### config.mk
export PLATFORM = sky130hd
export DESIGN_NAME = deadline_work_admission_flat
export DESIGN_NICKNAME = d
export VERILOG_FILES = /design/src/hw/rtl/dwa_pkg.sv /design/src/hw/rtl/dwa_if.sv /design/src/hw/rtl/deadline_work_admission.sv /design/src/flat_wrapper.sv
export VERILOG_INCLUDE_DIRS = /design/src /design/src/hw/rtl
export SDC_FILE = /design/constraint.sdc
export NUM_CORES = 2
export LEC_CHECK = 0
export BUFFER_PORTS_ARGS = -buffer_cell sky130_fd_sc_hd__buf_4
export CAP_MARGIN = 25
export CORE_ASPECT_RATIO = 1.2
export CORE_UTILIZATION = 30
export DETAILED_ROUTE_END_ITERATION = 8
export PLACE_DENSITY = 0.51
export SYNTH_ARGS = -nofsm -noshare
export SYNTH_HDL_FRONTEND = slang
export SYNTH_SLANG_ARGS = --single-unit
### constraint.sdc
create_clock -name clk -period 107.3 [get_ports clk]
set_input_delay 10.73 -clock clk [delete_from_list [all_inputs] [get_ports clk]]
set_output_delay 10.73 -clock clk [all_outputs]
set_load 0.005 [all_outputs]
### src/hw/rtl/deadline_work_admission_assert.svh
// Assertion macros for the deadline work admission block.
// Used by the top level only; relies on nothing else.
`ifndef DEADLINE_WORK_ADMISSION_ASSERT_SVH
`define DEADLINE_WORK_ADMISSION_ASSERT_SVH

// Same-cycle implication, disabled in reset.
`define DWA_ASSERT_NOW(label, clk, rst, ante, cons) \
  label: assert property (@(posedge clk) disable iff (rst) (ante) |-> (cons)) \
    else $error("dwa: assertion failed");

// Next-cycle implication, disabled in reset.
`define DWA_ASSERT_NEXT(label, clk, rst, ante, cons) \
  label: assert property (@(posedge clk) disable iff (rst) (ante) |=> (cons)) \
    else $error("dwa: assertion failed");

`endif

### src/hw/rtl/dwa_pkg.sv
// Types, constants and class tables for the deadline work admission block.
// No dependencies; used by the channel interfaces and the top level.
`timescale 1ns / 1ps
`default_nettype none

package dwa_pkg;

  localparam int unsigned QuietW  = 40;
  localparam int unsigned BudgetW = 23;
  localparam int unsigned BlocksW = 9;
  localparam int unsigned FloorW  = 25;

  localparam logic [QuietW-1:0] QuietReset     = 40'd50_000_000;
  localparam logic [63:0]       MarginNs       = 64'd250_000;
  localparam logic [BudgetW-1:0] MinUsefulNs   = 23'd100_000;
  localparam logic [62:0]       DisplayQuietNs = 63'd100_000_000;
  localparam logic [62:0]       GuestQuietNs   = 63'd20_000_000;

  typedef enum logic [2:0] {
    CLS_ACT_NATIVE   = 3'd0,
    CLS_INTERACTIVE  = 3'd1,
    CLS_ACT_PORTABLE = 3'd2,
    CLS_PREDICTIVE   = 3'd3,
    CLS_OFFLINE      = 3'd4
  } cls_t;

  typedef enum logic [2:0] {
    VERDICT_GRANTED  = 3'd0,
    VERDICT_MEMORY   = 3'd1,
    VERDICT_GUEST    = 3'd2,
    VERDICT_DISPLAY  = 3'd3,
    VERDICT_DEADLINE = 3'd4,
    VERDICT_ZERO     = 3'd5
  } verdict_t;

  typedef struct packed {
    logic [2:0]  command;
    logic        mem_pressure;
    logic [63:0] compile_p95_ns;
    logic [63:0] compile_p99_ns;
    logic        realtime_pending;
    logic        interaction_quiet_valid;
    logic [62:0] interaction_quiet_ns;
    logic        display_live;
    logic [62:0] display_quiet_ns;
    logic [62:0] guest_idle_ns;
    logic        deadline_valid;
    logic signed [63:0] deadline_left_ns;
  } req_t;

  function automatic cls_t cls_of(input logic [2:0] command);
    cls_t c;
    case (command)
      3'd0:    c = CLS_ACT_NATIVE;
      3'd1:    c = CLS_INTERACTIVE;
      3'd2:    c = CLS_ACT_PORTABLE;
      3'd3:    c = CLS_PREDICTIVE;
      default: c = CLS_OFFLINE;
    endcase
    return c;
  endfunction

  function automatic logic [BudgetW-1:0] cls_budget(input cls_t c);
    logic [BudgetW-1:0] b;
    case (c)
      CLS_ACT_NATIVE:   b = 23'd8_000_000;
      CLS_INTERACTIVE:  b = 23'd1_000_000;
      CLS_ACT_PORTABLE: b = 23'd8_000_000;
      CLS_PREDICTIVE:   b = 23'd2_000_000;
      default:          b = 23'd500_000;
    endcase
    return b;
  endfunction

  function automatic logic [FloorW-1:0] cls_floor(input cls_t c);
    logic [FloorW-1:0] f;
    case (c)
      CLS_OFFLINE: f = 25'd20_000_000;
      default:     f = 25'd500_000;
    endcase
    return f;
  endfunction

  function automatic logic [BlocksW-1:0] cls_blocks(input cls_t c);
    logic [BlocksW-1:0] n;
    case (c)
      CLS_ACT_NATIVE:   n = 9'd256;
      CLS_INTERACTIVE:  n = 9'd32;
      CLS_ACT_PORTABLE: n = 9'd256;
      CLS_PREDICTIVE:   n = 9'd64;
      default:          n = 9'd16;
    endcase
    return n;
  endfunction

  function automatic logic [1:0] cls_shift(input cls_t c);
    logic [1:0] s;
    case (c)
      CLS_ACT_NATIVE:   s = 2'd1;
      CLS_ACT_PORTABLE: s = 2'd1;
      CLS_INTERACTIVE:  s = 2'd2;
      CLS_PREDICTIVE:   s = 2'd2;
      default:          s = 2'd0;
    endcase
    return s;
  endfunction

endpackage

`default_nettype wire

### src/hw/rtl/dwa_if.sv
// Request and response channel interfaces (valid/ready with payload).
// Depends on dwa_pkg.
`timescale 1ns / 1ps
`default_nettype none

interface dwa_req_if;
  import dwa_pkg::*;

  logic        valid;
  logic        ready;
  logic [2:0]  command;
  logic        mem_pressure;
  logic [63:0] compile_p95_ns;
  logic [63:0] compile_p99_ns;
  logic        realtime_pending;
  logic        interaction_quiet_valid;
  logic [62:0] interaction_quiet_ns;
  logic        display_live;
  logic [62:0] display_quiet_ns;
  logic [62:0] guest_idle_ns;
  logic        deadline_valid;
  logic signed [63:0] deadline_left_ns;

  modport source (
    output valid, command, mem_pressure, compile_p95_ns, compile_p99_ns,
           realtime_pending, interaction_quiet_valid, interaction_quiet_ns,
           display_live, display_quiet_ns, guest_idle_ns, deadline_valid,
           deadline_left_ns,
    input  ready
  );
  modport sink (
    input  valid, command, mem_pressure, compile_p95_ns, compile_p99_ns,
           realtime_pending, interaction_quiet_valid, interaction_quiet_ns,
           display_live, display_quiet_ns, guest_idle_ns, deadline_valid,
           deadline_left_ns,
    output ready
  );
endinterface

interface dwa_rsp_if;
  import dwa_pkg::*;

  logic               valid;
  logic               ready;
  logic [BudgetW-1:0] budget_ns;
  logic [BlocksW-1:0] block_limit;
  verdict_t           verdict;

  modport source (output valid, budget_ns, block_limit, verdict, input ready);
  modport sink   (input valid, budget_ns, block_limit, verdict, output ready);
endinterface

`default_nettype wire

### src/hw/rtl/deadline_work_admission.sv
// Deadline work admission: top level, four-stage decision pipeline.
// Depends on dwa_pkg, dwa_if.sv and deadline_work_admission_assert.svh.
//
// Usage:
//   req  - request item: work class and system observations.
//   rsp  - one response item per request: budget_ns, block_limit, verdict.
//   APB  - one 40-bit register, interactive_quiet_period_ns, at address 0
//          (64-bit data). Write only while no item is in flight.
// Register stages, in order: class checks and max of percentiles; reserve
//   sum and floor; deadline minus reserve; slack shift, clamp and verdict.
// Throughput: one item per cycle when no stall holds it; the pipeline has no loop.
// Reset: all valid bits clear, the quiet period returns to 50 ms.
// Stall: while rsp.ready is low and a response waits, every stage holds.
//   req.ready stays high for one more item, which parks in a skid
//   register; req.ready then drops until the pipeline moves again.
`timescale 1ns / 1ps
`default_nettype none
`include "deadline_work_admission_assert.svh"

module deadline_work_admission (
  input  wire logic                   clk,
  input  wire logic                   rst,
  dwa_req_if.sink                     req,
  dwa_rsp_if.source                   rsp,
  input  wire logic                   psel,
  input  wire logic                   penable,
  input  wire logic                   pwrite,
  input  wire logic [3:0]             paddr,
  input  wire logic [63:0]            pwdata,
  output      logic [63:0]            prdata,
  output      logic                   pready
);
  import dwa_pkg::*;

  // configuration
  logic [QuietW-1:0] quiet_period;
  logic              cfg_write;

  assign pready    = 1'b1;
  assign cfg_write = psel && penable && pwrite && (paddr[3] == 1'b0);
  assign prdata    = (paddr[3] == 1'b0) ? {{(64-QuietW){1'b0}}, quiet_period} : 64'd0;

  always_ff @(posedge clk) begin
    if (rst) begin
      quiet_period <= QuietReset;
    end else if (cfg_write) begin
      quiet_period <= pwdata[QuietW-1:0];
    end
  end

  // input skid and pipeline advance
  logic advance;
  logic skid_v;
  req_t skid;
  req_t in_item;
  req_t src;
  logic src_v;
  logic in_acc;

  always_comb begin
    in_item.command                 = req.command;
    in_item.mem_pressure            = req.mem_pressure;
    in_item.compile_p95_ns          = req.compile_p95_ns;
    in_item.compile_p99_ns          = req.compile_p99_ns;
    in_item.realtime_pending        = req.realtime_pending;
    in_item.interaction_quiet_valid = req.interaction_quiet_valid;
    in_item.interaction_quiet_ns    = req.interaction_quiet_ns;
    in_item.display_live            = req.display_live;
    in_item.display_quiet_ns        = req.display_quiet_ns;
    in_item.guest_idle_ns           = req.guest_idle_ns;
    in_item.deadline_valid          = req.deadline_valid;
    in_item.deadline_left_ns        = req.deadline_left_ns;
  end

  assign req.ready = !skid_v;
  assign in_acc    = req.valid && req.ready;
  assign advance   = !rsp.valid || rsp.ready;
  assign src       = skid_v ? skid : in_item;
  assign src_v     = skid_v || in_acc;

  always_ff @(posedge clk) begin
    if (rst) begin
      skid_v <= 1'b0;
    end else if (advance) begin
      skid_v <= 1'b0;
    end else if (in_acc) begin
      skid_v <= 1'b1;
    end
  end

  always_ff @(posedge clk) begin
    if (!advance && in_acc) begin
      skid <= in_item;
    end
  end

  // stage 1: class, early refusals, worst percentile, clipped deadline
  cls_t     s1_cls_next;
  verdict_t s1_code_next;
  logic     s1_v;
  cls_t     s1_cls;
  verdict_t s1_code;
  logic [63:0] s1_worst;
  logic [62:0] s1_rem;
  logic        s1_dlv;

  always_comb begin
    s1_cls_next  = cls_of(src.command);
    s1_code_next = VERDICT_GRANTED;
    if (src.mem_pressure) begin
      s1_code_next = VERDICT_MEMORY;
    end else if (s1_cls_next == CLS_INTERACTIVE) begin
      if (src.realtime_pending || !src.interaction_quiet_valid ||
          src.interaction_quiet_ns < {{(63-QuietW){1'b0}}, quiet_period}) begin
        s1_code_next = VERDICT_GUEST;
      end
    end else if (s1_cls_next == CLS_OFFLINE) begin
      if (!src.display_live || src.display_quiet_ns < DisplayQuietNs) begin
        s1_code_next = VERDICT_DISPLAY;
      end else if (!src.deadline_valid && src.guest_idle_ns < GuestQuietNs) begin
        s1_code_next = VERDICT_GUEST;
      end
    end
  end

  always_ff @(posedge clk) begin
    if (rst) begin
      s1_v <= 1'b0;
    end else if (advance) begin
      s1_v <= src_v;
    end
  end

  always_ff @(posedge clk) begin
    if (advance) begin
      s1_cls   <= s1_cls_next;
      s1_code  <= s1_code_next;
      s1_worst <= (src.compile_p95_ns > src.compile_p99_ns) ?
                  src.compile_p95_ns : src.compile_p99_ns;
      s1_rem   <= src.deadline_left_ns[63] ? 63'd0 : src.deadline_left_ns[62:0];
      s1_dlv   <= src.deadline_valid;
    end
  end

  // stage 2: reserve = max(floor, sat(worst + margin))
  logic [64:0] s2_sum;
  logic [63:0] s2_sat;
  logic [63:0] s2_floor;
  logic        s2_v;
  cls_t        s2_cls;
  verdict_t    s2_code;
  logic [62:0] s2_rem;
  logic        s2_dlv;
  logic [63:0] s2_reserve;

  assign s2_sum   = {1'b0, s1_worst} + {1'b0, MarginNs};
  assign s2_sat   = s2_sum[64] ? {64{1'b1}} : s2_sum[63:0];
  assign s2_floor = {{(64-FloorW){1'b0}}, cls_floor(s1_cls)};

  always_ff @(posedge clk) begin
    if (rst) begin
      s2_v <= 1'b0;
    end else if (advance) begin
      s2_v <= s1_v;
    end
  end

  always_ff @(posedge clk) begin
    if (advance) begin
      s2_cls     <= s1_cls;
      s2_code    <= s1_code;
      s2_rem     <= s1_rem;
      s2_dlv     <= s1_dlv;
      s2_reserve <= (s2_sat < s2_floor) ? s2_floor : s2_sat;
    end
  end

  // stage 3: remaining minus reserve
  logic [64:0] s3_diff_next;
  logic        s3_v;
  cls_t        s3_cls;
  verdict_t    s3_code;
  logic        s3_dlv;
  logic        s3_within;
  logic [62:0] s3_diff;

  assign s3_diff_next = {2'b00, s2_rem} - {1'b0, s2_reserve};

  always_ff @(posedge clk) begin
    if (rst) begin
      s3_v <= 1'b0;
    end else if (advance) begin
      s3_v <= s2_v;
    end
  end

  always_ff @(posedge clk) begin
    if (advance) begin
      s3_cls    <= s2_cls;
      s3_code   <= s2_code;
      s3_dlv    <= s2_dlv;
      // borrow or zero: remaining does not exceed the reserve
      s3_within <= s3_diff_next[64] || (s3_diff_next == 65'd0);
      s3_diff   <= s3_diff_next[62:0];
    end
  end

  // stage 4: slack, clamp and verdict into the output register
  logic [62:0]        slack;
  logic [BudgetW-1:0] base_budget;
  logic [BudgetW-1:0] budget;
  verdict_t           verdict_next;
  logic               out_v;
  logic [BudgetW-1:0] out_budget;
  logic [BlocksW-1:0] out_blocks;
  verdict_t           out_verdict;

  always_comb begin
    slack       = s3_diff >> cls_shift(s3_cls);
    base_budget = cls_budget(s3_cls);
    budget      = base_budget;
    if (s3_dlv && (slack < {{(63-BudgetW){1'b0}}, base_budget})) begin
      budget = slack[BudgetW-1:0];
    end
    if (s3_code != VERDICT_GRANTED) begin
      verdict_next = s3_code;
    end else if (s3_dlv && s3_within) begin
      verdict_next = VERDICT_DEADLINE;
    end else if (budget < MinUsefulNs) begin
      verdict_next = VERDICT_ZERO;
    end else begin
      verdict_next = VERDICT_GRANTED;
    end
  end

  always_ff @(posedge clk) begin
    if (rst) begin
      out_v <= 1'b0;
    end else if (advance) begin
      out_v <= s3_v;
    end
  end

  always_ff @(posedge clk) begin
    if (advance) begin
      out_verdict <= verdict_next;
      out_budget  <= (verdict_next == VERDICT_GRANTED) ? budget : '0;
      out_blocks  <= (verdict_next == VERDICT_GRANTED) ? cls_blocks(s3_cls) : '0;
    end
  end

  assign rsp.valid       = out_v;
  assign rsp.budget_ns   = out_budget;
  assign rsp.block_limit = out_blocks;
  assign rsp.verdict     = out_verdict;

  // checks
  `DWA_ASSERT_NOW(a_refused_zero, clk, rst,
    rsp.valid && (rsp.verdict != VERDICT_GRANTED),
    (rsp.budget_ns == '0) && (rsp.block_limit == '0))
  `DWA_ASSERT_NOW(a_granted_useful, clk, rst,
    rsp.valid && (rsp.verdict == VERDICT_GRANTED),
    (rsp.budget_ns >= MinUsefulNs) && (rsp.block_limit != '0))
  `DWA_ASSERT_NEXT(a_stall_parks, clk, rst, in_acc && !advance, skid_v)
  `DWA_ASSERT_NEXT(a_cfg_write, clk, rst, cfg_write,
    quiet_period == $past(pwdata[QuietW-1:0]))

endmodule

`default_nettype wire

### src/flat_wrapper.sv
// flat-port wrapper written by rule: the top's interface ports become plain ports
module deadline_work_admission_flat import dwa_pkg::*;
  (clk, rst, psel, penable, pwrite, paddr, pwdata, prdata, pready, req_valid, req_command, req_mem_pressure, req_compile_p95_ns, req_compile_p99_ns, req_realtime_pending, req_interaction_quiet_valid, req_interaction_quiet_ns, req_display_live, req_display_quiet_ns, req_guest_idle_ns, req_deadline_valid, req_deadline_left_ns, req_ready, rsp_valid, rsp_budget_ns, rsp_block_limit, rsp_verdict, rsp_ready);
  dwa_req_if req_i ();
  dwa_rsp_if rsp_i ();
  input  wire logic clk;
  input  wire logic rst;
  input  wire logic psel;
  input  wire logic penable;
  input  wire logic pwrite;
  input  wire logic [3:0] paddr;
  input  wire logic [63:0] pwdata;
  output      logic [63:0] prdata;
  output      logic pready;
  input wire logic [$bits(req_i.valid)-1:0] req_valid;
  input wire logic [$bits(req_i.command)-1:0] req_command;
  input wire logic [$bits(req_i.mem_pressure)-1:0] req_mem_pressure;
  input wire logic [$bits(req_i.compile_p95_ns)-1:0] req_compile_p95_ns;
  input wire logic [$bits(req_i.compile_p99_ns)-1:0] req_compile_p99_ns;
  input wire logic [$bits(req_i.realtime_pending)-1:0] req_realtime_pending;
  input wire logic [$bits(req_i.interaction_quiet_valid)-1:0] req_interaction_quiet_valid;
  input wire logic [$bits(req_i.interaction_quiet_ns)-1:0] req_interaction_quiet_ns;
  input wire logic [$bits(req_i.display_live)-1:0] req_display_live;
  input wire logic [$bits(req_i.display_quiet_ns)-1:0] req_display_quiet_ns;
  input wire logic [$bits(req_i.guest_idle_ns)-1:0] req_guest_idle_ns;
  input wire logic [$bits(req_i.deadline_valid)-1:0] req_deadline_valid;
  input wire logic [$bits(req_i.deadline_left_ns)-1:0] req_deadline_left_ns;
  output wire logic [$bits(req_i.ready)-1:0] req_ready;
  output wire logic [$bits(rsp_i.valid)-1:0] rsp_valid;
  output wire logic [$bits(rsp_i.budget_ns)-1:0] rsp_budget_ns;
  output wire logic [$bits(rsp_i.block_limit)-1:0] rsp_block_limit;
  output wire logic [$bits(rsp_i.verdict)-1:0] rsp_verdict;
  input wire logic [$bits(rsp_i.ready)-1:0] rsp_ready;
  assign req_i.valid = req_valid;
  assign req_i.command = req_command;
  assign req_i.mem_pressure = req_mem_pressure;
  assign req_i.compile_p95_ns = req_compile_p95_ns;
  assign req_i.compile_p99_ns = req_compile_p99_ns;
  assign req_i.realtime_pending = req_realtime_pending;
  assign req_i.interaction_quiet_valid = req_interaction_quiet_valid;
  assign req_i.interaction_quiet_ns = req_interaction_quiet_ns;
  assign req_i.display_live = req_display_live;
  assign req_i.display_quiet_ns = req_display_quiet_ns;
  assign req_i.guest_idle_ns = req_guest_idle_ns;
  assign req_i.deadline_valid = req_deadline_valid;
  assign req_i.deadline_left_ns = req_deadline_left_ns;
  assign req_ready = req_i.ready;
  assign rsp_valid = rsp_i.valid;
  assign rsp_budget_ns = rsp_i.budget_ns;
  assign rsp_block_limit = rsp_i.block_limit;
  assign rsp_verdict = rsp_i.verdict;
  assign rsp_i.ready = rsp_ready;
  deadline_work_admission u_core (.clk(clk), .rst(rst), .req(req_i), .rsp(rsp_i), .psel(psel), .penable(penable), .pwrite(pwrite), .paddr(paddr), .pwdata(pwdata), .prdata(prdata), .pready(pready));
endmodule
==> impl_metrics.py <==
metrics = {
    "cts": {
        "cts_setup_buffers": 0,
        "h-tree-depth": 3,
        "cts_tree": "done",
        "postCtsHoldBufs": 0,
        "root_buffer": "clkbuf_16",
        "cts_buffer_depth": 3,
        "clock_latency_ps": 680,
        "numCtsBuffers": 87,
        "path_clk_slew_ps": 60,
        "cts.repair.resized": 0,
        "cts_sinks": 784,
    },
    "placement": {
        "place_inst": 5245,
        "dpl.hpwl_um": 84140,
        "place.gp.congestion": 0.8575,
        "port_buffers": 492,
    },
    "synth": {
        "postSynthAreaPerCell_um2": 12.29,
        "async_reset_ff_share_pct": 0,
        "ys_ff_latch": 784,
        "ys_warn_count": 0,
        "ys.flop_type": "edfxtp_1",
        "synth-edff-count": 739,
        "yosysUniqueCellTypes": 83,
        "syn_area_um2": 38790,
        "synthCells": 3156,
        "ys_seq_area_share_pct": 59.53,
    },
    "layout": {
        "final_nets": 4309,
        "drive_gt1_share_pct": 19.56,
        "final_util_pct": 36.76,
        "instances_no_fill": 5414,
        "area_growth_pct": 21.56,
    },
    "worst_setup_path": {
        "startpoint_type": "input port",
        "critPathRequiredTime_ps": 96570,
        "worst_ep_arrival_time_ps": 11390,
        "path_class": "input port to output pin",
        "end_kind": "output pin",
        "cp_max_fo": 42,
    },
    "die": {
        "coreArea_um2": 128300,
        "die_y_um": 395.9,
        "initial_utilization_pct": 30.24,
        "dieArea_um2": 130700,
        "rows": 144,
        "dieWidth_um": 330.3,
        "io_pins": 566,
    },
    "sta": {
        "slew_viol_final": 0,
        "rsz0062_at_grt": "no",
        "max_freq_ghz": 0.04520,
        "min_period_ps": 22120,
        "max_slew_margin_pct": 34.67,
        "hold_viol": 0,
        "tightest_slew_ps": 979.9,
        "period_share_pct": 20.62,
        "hold_ws_ps": 413.4,
        "setup_violations": 0,
        "tns_ps": 0,
        "fin_skew_ps": 33.25,
    },
    "grt": {
        "grt_start_max_net_pins": 81,
        "grt_pass1_wl_um": 161000,
        "grt_util_all_layers_pct": 16.43,
        "grt_pass1_vias": 26120,
        "grt_antenna_before_repair": 16,
        "gr-total-overflow": 0,
    },
    "pwr": {
        "total_power_uw": 802.4,
        "power_density_nw_per_um2": 17.02,
        "leakage_uw": 0.01814,
        "irDropWorstVdd_uv": 13.74,
    },
    "routing": {
        "drtAntennaViolNets": 0,
        "drtIter0Drc": 1416,
        "wl_per_cell_um": 20.04,
        "vias": 25660,
        "wirelength_um": 108500,
        "drcViolationCount": 0,
        "firstDrtPassIters": 5,
        "vias_per_cell": 4.740,
    },
    "flow_run": {
        "drv_cap": 0,
    },
    "status": {
        "outcome": "completed",
    },
    "worst_hold_path": {
        "hp-class": "flip-flop to flip-flop",
    },
}
-- path summary, 6_finish.rpt --
path	end	slack [ps]	start	cells past startpoint
worst min-delay path	u_core.s2_rem[50]	410	u_core.s1_rem[50]	0
worst max register to register	u_core.s1_worst[12]	100510	u_core.skid_v	19
worst min register to register	u_core.s2_rem[50]	410	u_core.s1_rem[50]	0
worst max-delay path	prdata[34]	85180	paddr[3]	3
-- sequential cells by signal (all words and copies together) (netlist names), 2 cells and up --
| register | cells |
|---|---|
| u_core.s2_cls | 3 |
| u_core.s3_cls | 3 |
| u_core.s2_reserve | 64 |
| u_core.s1_cls | 3 |
| u_core.quiet_period | 40 |
| u_core.rsp.block_limit | 4 |
| u_core.skid | 373 |
| u_core.s3_diff | 63 |
| u_core.s1_worst | 64 |
| u_core.s2_code | 2 |
| u_core.rsp.budget_ns | 23 |
| u_core.s1_rem | 63 |
| u_core.s2_rem | 63 |
| u_core.s3_code | 2 |
| u_core.s1_code | 2 |
| u_core.rsp.verdict | 3 |
-- cells in the mapped netlist (45+ instances only) --
cell	count	area (um2)
a21oi_1	193	965.9
clkbuf_1	80	300.3
dfxtp_1	45	900.9
edfxtp_1	739	22190
ha_1	188	2352
inv_1	196	735.7
mux2_2	46	518.0
mux2i_1	292	2923
nand2_1	216	810.8
nand3_1	53	265.3
nand4_1	61	381.6
nor2_1	264	991.0
nor3_1	45	225.2
nor4_1	62	387.9
o21ai_0	116	580.6
xnor2_1	56	490.5
-- metal layers --
layer / vias up / part of all wire (%) / global-route usage, %
met5: - / 0.048 / 0
li1: 12770 / - / -
met4: 8 / 2.7 / 5.588
met3: 140 / 6.1 / 3.903
met1: 12140 / 40 / 18.97
met2: 608 / 51 / 29.39
-- per-stage QoR --
stage	area [um2]	worst slack, ps
after global placement	44280	85240
after CTS	47110	85190
after detailed placement	44280	85190
after global routing	47140	85120
after floorplan	38890	14720
final	47150	85180
-- layout by cell type, fill, tap and decap left out, types with 12 or more instances in the layout --
cell,n
a211o_1,16
a211oi_1,15
a21o_1,34
a21oi_1,193
a31oi_1,29
and2_1,16
and3_1,25
buf_4,519
clkbuf_1,17
clkbuf_16,90
clkinv_2,16
conb_1,30
dfxtp_1,44
edfxtp_1,739
ha_1,188
inv_1,196
mux2_2,46
mux2i_1,292
nand2_1,216
nand2b_1,24
nand3_1,53
nand4_1,61
nor2_1,264
nor2b_1,31
nor3_1,45
nor4_1,62
o211ai_1,12
o21a_1,28
o21ai_0,115
o31ai_1,12
or4_1,15
xnor2_1,56
xor2_1,43
-- worst max-delay path: stages --
cell and delay (ps):
buf_4 370, nor2_1 110, buf_4 160
-- power by group --
part           internal, uW  switching (uW)
Sequential              362            13.6
Combinational          52.9            73.4
Clock                   173             127
-- final cells by class --
class	count	area (um2)
Tap cell	1679	2101
Fill cell	12620	81130
Clock buffer	109	2344
Antenna cell	8	20.02
Timing Repair Buffer	520	3924
Multi-Input combinational cell	2066	14450
Sequential cell	784	23100
Inverter	197	739.5
Clock inverter	51	484.2
-- logic make-up after synthesis --
| kind of cell | count (synthesis) | share of synthesized area [%] |
|---|---|---|
| AOI/OAI and AO/OA | 546 | 8.777 |
| xor gates and xnor gates | 99 | 2.235 |
| and+or+nand+nor | 864 | 10.89 |
| muxes | 338 | 8.870 |
| buffers and inverters | 334 | 3.564 |
| other | 2 | 0.01936 |
| DFF | 784 | 59.53 |
| adders and majority gates | 189 | 6.116 |
Note: power is estimated with default switching activity, not from simulation.
